### config.mk
export PLATFORM = sky130hd
export DESIGN_NAME = tcce_ctrl
export DESIGN_NICKNAME = d
export VERILOG_FILES = /design/src/sv/tcce_pkg.sv /design/src/sv/tcce_ctrl.sv
export VERILOG_INCLUDE_DIRS = /design/src /design/src/sv
export SDC_FILE = /design/constraint.sdc
export NUM_CORES = 1
export LEC_CHECK = 0
export ABC_AREA = 1
export BUFFER_PORTS_ARGS = -buffer_cell sky130_fd_sc_hd__buf_2
export CORE_AREA = 2 2 39 41
export DETAILED_ROUTE_END_ITERATION = 10
export DIE_AREA = 0 0 41 43
export SKIP_CTS_REPAIR_TIMING = 1
export SYNTH_ARGS = -nofsm -noshare
export SYNTH_HDL_FRONTEND = slang
export SYNTH_SLANG_ARGS = --single-unit
### constraint.sdc
create_clock -name clk -period 0.8 [get_ports clk]
set_input_delay 0 -clock clk [delete_from_list [all_inputs] [get_ports clk]]
set_output_delay 0 -clock clk [all_outputs]
set_load 0.03 [all_outputs]
### src/sv/assert_macros.svh
// ---------------------------------------------------------------------------
// Assertion macros shared by the text console cursor engine modules.
// Every macro samples on the rising edge of clk and is disabled in reset.
// ---------------------------------------------------------------------------
`ifndef ASSERT_MACROS_SVH
`define ASSERT_MACROS_SVH

// A condition that must hold at every clock edge.
`define ASSERT_ALWAYS(label, expr, msg) \
  label: assert property (@(posedge clk) disable iff (rst) (expr)) else $error(msg);

// A condition that, once seen, must be followed by another in the next cycle.
`define ASSERT_NEXT(label, ante, cons, msg) \
  label: assert property (@(posedge clk) disable iff (rst) (ante) |=> (cons)) else $error(msg);

// A condition that must imply another in the same cycle.
`define ASSERT_IMPLY(label, ante, cons, msg) \
  label: assert property (@(posedge clk) disable iff (rst) (ante) |-> (cons)) else $error(msg);

`endif

### src/sv/tcce_pkg.sv
// ---------------------------------------------------------------------------
// tcce_pkg
// Screen geometry, field widths, character codes and the controller to
// datapath interface types of the text console cursor engine.
// ---------------------------------------------------------------------------
package tcce_pkg;

  localparam int COLUMNS    = 80;
  localparam int ROWS       = 25;
  localparam int CELL_COUNT = ROWS * COLUMNS;

  localparam int ROW_W  = 5;
  localparam int COL_W  = 7;
  localparam int POS_W  = 11;
  localparam int IDX_W  = 11;
  localparam int CODE_W = 8;
  localparam int ATTR_W = 8;
  localparam int CELL_W = ATTR_W + CODE_W;

  localparam int ADDR_W = $clog2(CELL_COUNT);
  localparam int LIN_W  = (ADDR_W > POS_W) ? ADDR_W : POS_W;

  localparam int TAB_STEP = 8;

  localparam logic [ATTR_W-1:0] ATTR_RESET = 8'h0F;

  localparam logic [CODE_W-1:0] CH_BS    = 8'd8;
  localparam logic [CODE_W-1:0] CH_TAB   = 8'd9;
  localparam logic [CODE_W-1:0] CH_LF    = 8'd10;
  localparam logic [CODE_W-1:0] CH_FF    = 8'd12;
  localparam logic [CODE_W-1:0] CH_CR    = 8'd13;
  localparam logic [CODE_W-1:0] CH_SPACE = 8'd32;
  localparam logic [CODE_W-1:0] CH_TILDE = 8'd126;

  localparam logic OP_PUT  = 1'b0;
  localparam logic OP_READ = 1'b1;

  typedef enum logic [2:0] {
    ST_INIT,
    ST_IDLE,
    ST_EXEC,
    ST_FILL,
    ST_DONE
  } state_t;

  typedef struct packed {
    logic load;
    logic exec_put;
    logic rd_en;
    logic fill_step;
    logic out_load;
  } dp_cmd_t;

  typedef struct packed {
    logic is_read;
    logic fill_needed;
    logic fill_done;
  } dp_status_t;

  // Linear cell index of a screen position.
  function automatic logic [LIN_W-1:0] lin_addr(input logic [ROW_W-1:0] row,
                                                input logic [COL_W-1:0] col);
    return LIN_W'(row) * LIN_W'(COLUMNS) + LIN_W'(col);
  endfunction

endpackage

### src/sv/tcce_ctrl.sv
// ---------------------------------------------------------------------------
// tcce_ctrl
// Sequencer of the cursor engine: power-up clear, item execution, line or
// screen blanking sweeps and the result strobe.
// ---------------------------------------------------------------------------
`include "assert_macros.svh"

module tcce_ctrl (
  input  logic                  clk,
  input  logic                  rst,
  input  logic                  start,
  output logic                  busy,
  input  tcce_pkg::dp_status_t  status,
  output tcce_pkg::dp_cmd_t     cmd
);
  import tcce_pkg::*;

  state_t state;
  state_t state_next;

  always_ff @(posedge clk) begin
    if (rst) begin
      state <= ST_INIT;
    end else begin
      state <= state_next;
    end
  end

  always_comb begin
    state_next = state;
    case (state)
      ST_INIT: begin
        if (status.fill_done) begin
          state_next = ST_IDLE;
        end
      end
      ST_IDLE: begin
        if (start) begin
          state_next = ST_EXEC;
        end
      end
      ST_EXEC: begin
        if (!status.is_read && status.fill_needed) begin
          state_next = ST_FILL;
        end else begin
          state_next = ST_DONE;
        end
      end
      ST_FILL: begin
        if (status.fill_done) begin
          state_next = ST_DONE;
        end
      end
      ST_DONE: begin
        state_next = ST_IDLE;
      end
      default: begin
        state_next = ST_IDLE;
      end
    endcase
  end

  always_comb begin
    cmd = '0;
    case (state)
      ST_INIT: begin
        cmd.fill_step = 1'b1;
      end
      ST_IDLE: begin
        cmd.load = start;
      end
      ST_EXEC: begin
        cmd.rd_en    = status.is_read;
        cmd.exec_put = !status.is_read;
      end
      ST_FILL: begin
        cmd.fill_step = 1'b1;
      end
      ST_DONE: begin
        cmd.out_load = 1'b1;
      end
      default: begin
        cmd = '0;
      end
    endcase
  end

  assign busy = (state != ST_IDLE);

  `ASSERT_ALWAYS(a_cmd_exclusive, $onehot0({cmd.load, cmd.exec_put, cmd.rd_en, cmd.fill_step, cmd.out_load}), "controller issued two datapath commands at once")
  `ASSERT_NEXT(a_read_then_result, cmd.rd_en, cmd.out_load, "read did not complete in the following cycle")

endmodule

[Word level (Yosys, flattened, before mapping)]
Cells that the tools add are included.
Word-level totals
  output and inout bits: 6
  input port bits: 6
  bits in registers: 3
  logic and storage cells: 23
Cells by class
  reductions and logical operators: 5
  equality and inequality tests: 8
  mux-type cells: 9
Operators by type and width (number)
  3-bit 2-to-1 mux: 4
  3-bit case mux with 4 select lines: 1
  3-bit by 2-bit equality test with 1-bit output (second input constant): 2
  2-bit inequality test (second input constant): 3
  3-bit by 1-bit equality test with 1-bit output (second input constant): 1
  3-bit equality test (second input constant): 1
  3-bit logical NOT: 1
  1-bit 2-to-1 mux: 3
  3-bit by 1-bit inequality test with 1-bit output (second input constant): 1
  3-bit AND reduction: 1
  2-bit 2-to-1 mux: 1
  2-bit OR reduction: 1
  1-bit logical AND: 1
  1-bit logical NOT: 1

[Logic depth before layout (Yosys ltp)]
  depth after elaboration: 4
  gate-level depth with buffers: 7
  gate-level depth less buffers: 7

[Least setup slack after synthesis]
OpenSTA, ideal clock, no wires.
  path kind: reg-to-output
  from: register state[2]
  to: output cmd[4] (netlist bit)
  buffers on the path: 0
  data required time: 800 ps
  cell stages (with the launch flop): 4
  setup slack: -474 ps
  arrival time: 1274 ps
  path through: dfxtp_1 > inv_2 > nand3_1 > nor2_1
RTL lines
  start: declaration: RTL line tcce_ctrl.sv:18  | state_t state;
  start signal: assignment: RTL line tcce_ctrl.sv:25  | state <= state_next;
  end: declaration: RTL line tcce_ctrl.sv:14  | output tcce_pkg::dp_cmd_t cmd

==> results.yml <==
detailed_routing:
  postRouteAntennaNets: 0
  drt-total-wl_um: 700
  vias: 321
  routed_via_density: 4.063
  dr.pass1.iters: 2
  wl_per_cell_um: 8.861
  dr.first_iter.drc_count: 2
  route.detailed.drc: 0
hold_path:
  hold_depth: 3
  worst_hold_path_type: "in -> reg"
  hold_path_startpoint: "status[0]"
  min_to: "state[0]$_SDFFE_PP0P_"
die:
  core_um2: 1384
  start_util_pct: 18.26
  die-area_um2: 1763
  die_w_um: 41
  rows: 14
  die_h_um: 43
  pin_count: 12
placed_design:
  hpwl_um: 519.4
  place_area_um2: 412.9
  port_buffers: 11
  gp_congestion: 0.7031
logic_synthesis:
  synth_compound_area_share_pct: 6.931
  postSynthAreaPerCell_um2: 6.831
  synth_top_area_cell: "dfxtp_1"
  synth_top_family_by_area: "simple AND/OR/NAND/NOR gates"
  syn_nets: 43
  ys_seq_area_share_pct: 23.76
  synth_mux_area_share_pct: 0
  synth_adder_area_share_pct: 0
  synth.top_cell.area_share_pct: 23.76
  synthSimpleGateAreaFrac_pct: 58.91
  synth-xor-area-share_pct: 0
  ys.warnings.count: 0
  syn_area_um2: 252.7
  synth_cell_types: 15
  ys_ff_latch: 3
  synthCells: 37
  ys_top_cells_by_area: "dfxtp_1, nor2_1, nand3_2"
global_routing:
  grt_pass1_wl_um: 1131
  antenna_found_initial: 0
  overflow: 0
  grtUsageTotal_pct: 9.829
  grt_max_degree: 7
  first_global_vias: 269
finish:
  largest_register_ff_count: 3
  fin_util_pct: 39.60
  regMostFlops: "state"
  n_antenna_cell: 0
  fill_cells: 144
  mostFrequentLayoutCells: "buf_4, buf_6, nor2_2, buf_2"
  drive_above_1_share_pct: 76.19
  fin_nets: 70
  mostFrequentLayoutCell: "buf_4"
  stdcell_area_um2: 548.0
  reg_top3: "state: 3 flops"
  area_growth_pct: 116.8
setup_path:
  cp.arrival_ns: 1.11
  crit-reg2reg-launch: "state[1]$_SDFFE_PP0P_"
  cpMostUsedCell: "buf_6"
  path_cells: "inv_4, nand2_4, buf_6, a21oi_2, buf_6"
  rrSetupSlack_ns: -0.25
  max_stage_delay_ns: 0.36
  start_kind: "register"
  critical_path_class: "reg -> out"
  cp-end-kind: "primary output"
  reg2regPathDepth: 7
  crit_fanout: 4
  critPathSlowestCell: "dfxtp_4"
  r2r-end: "state[1]$_SDFFE_PP0P_"
  worstPathRequired_ns: 0.80
cts:
  cts_tree: "built"
  h-tree-depth: 1
  cts_buffers: 3
  cts-root-buf: "clkbuf_4"
  clkLatencyLatePin_ns: 0.23
  cts.sinks: 3
  clock_path_buffers: 2
  clk_pin_slew_ns: 0.04
timing:
  hold_slack_ns: 0.04997
  finalMaxSlewViolations: 0
  max_slew_margin_pct: 85.83
  finalHoldViolCount: 0
  skew_ns: 0.002421
  min_period_over_period_pct: 138.3
  fin_crit_ns: 1.107
  finalSetupViolCount: 9
  fmax_ghz: 0.9036
  rsz0062_at_grt: "yes"
  fin_ws_ns: -0.3067
  tightest_slew_ns: 0.2113
run_status:
  outcome: "finished with violations"
  violations: "negative setup slack"
job:
  max_cap_viol_count: 0
pwr:
  p_leak_nw: 0.2511
  powerDensity_nw_per_um2: 2856
  ir_drop_mv: 0.8219
## worst max path at each step
stage	from	end
4_1_cts	state[0]$_SDFFE_PP0P_	cmd[1]
2_1_floorplan	state[1]$_SDFFE_PP0P_	state[0]$_SDFFE_PP0P_
3_5_place_dp	state[2]$_SDFFE_PP0P_	state[1]$_SDFFE_PP0P_
3_3_place_gp	state[2]$_SDFFE_PP0P_	state[1]$_SDFFE_PP0P_
6_report	state[1]$_SDFFE_PP0P_	cmd[1]
5_1_grt	state[0]$_SDFFE_PP0P_	cmd[1]
## cells in the mapped netlist
| library cell | count |
|---|---|
| nand2_2 | 2 |
| nor2_2 | 3 |
| o31ai_1 | 1 |
| dfxtp_1 | 3 |
| nand3_1 | 3 |
| nor2_1 | 6 |
| nand2_1 | 4 |
| nand3_4 | 1 |
| inv_1 | 4 |
| nand3_2 | 2 |
| inv_2 | 3 |
| nand2_4 | 1 |
| nand4_1 | 1 |
| nor3_2 | 1 |
| a21oi_1 | 2 |
## report_power, final
part,internal [mW],total [mW],switching [mW],leakage (nW)
Clock,0.187,0.267,0.0800,0.0150
Sequential,0.202,0.269,0.0674,0.0267
Combinational,0.503,1.03,0.526,0.209
Total,0.891,1.57,0.674,0.251
## area by class of cell
cell class	instances	area (µm²)	share of cell area, %
well taps	16	20.02	3.653
repair buffers	22	181.4	33.10
multi-input cells	27	212.7	38.81
clock buffers	4	26.28	4.795
flip-flops and latches	3	71.32	13.01
inverters	7	36.28	6.621
## per-stage QoR
stage	instances	worst slack, ns	total power, mW	setup TNS (ns)
after detailed placement	70	-0.1661	1.029	-0.9562
after global placement	70	-0.1659	1.015	-0.8656
after floorplan	37	-0.1139	0.7987	-0.4278
after CTS	74	-0.3649	1.312	-2.503
after global routing	79	-0.3494	1.672	-2.647
final	79	-0.3067	1.565	-2.174
## critical path, delay by kind of cell (launching register included)
kind / cells / cell delay, ns
and+or+nand+nor: 1 / 0.05
AOI/OAI and AO/OA: 1 / 0.13
buffers and inverters: 3 / 0.33
DFF: 1 / 0.36
## cells by family (layout without fill, tap and decap cells)
family,after synthesis,in the layout
AND/OR/NAND/NOR,24,24
flip-flops,3,3
AO/OA/AOI/OAI,3,3
buffers and inverters,7,33
## layer usage
layer,wire (µm),up-vias,GRT usage (%)
li1,-,171,-
met1,296,139,11.54
met2,358,9,13.75
met3,24,2,3.141
met4,20,0,8.000
met5,0,-,0
Power figures use the tool's default switching activity.
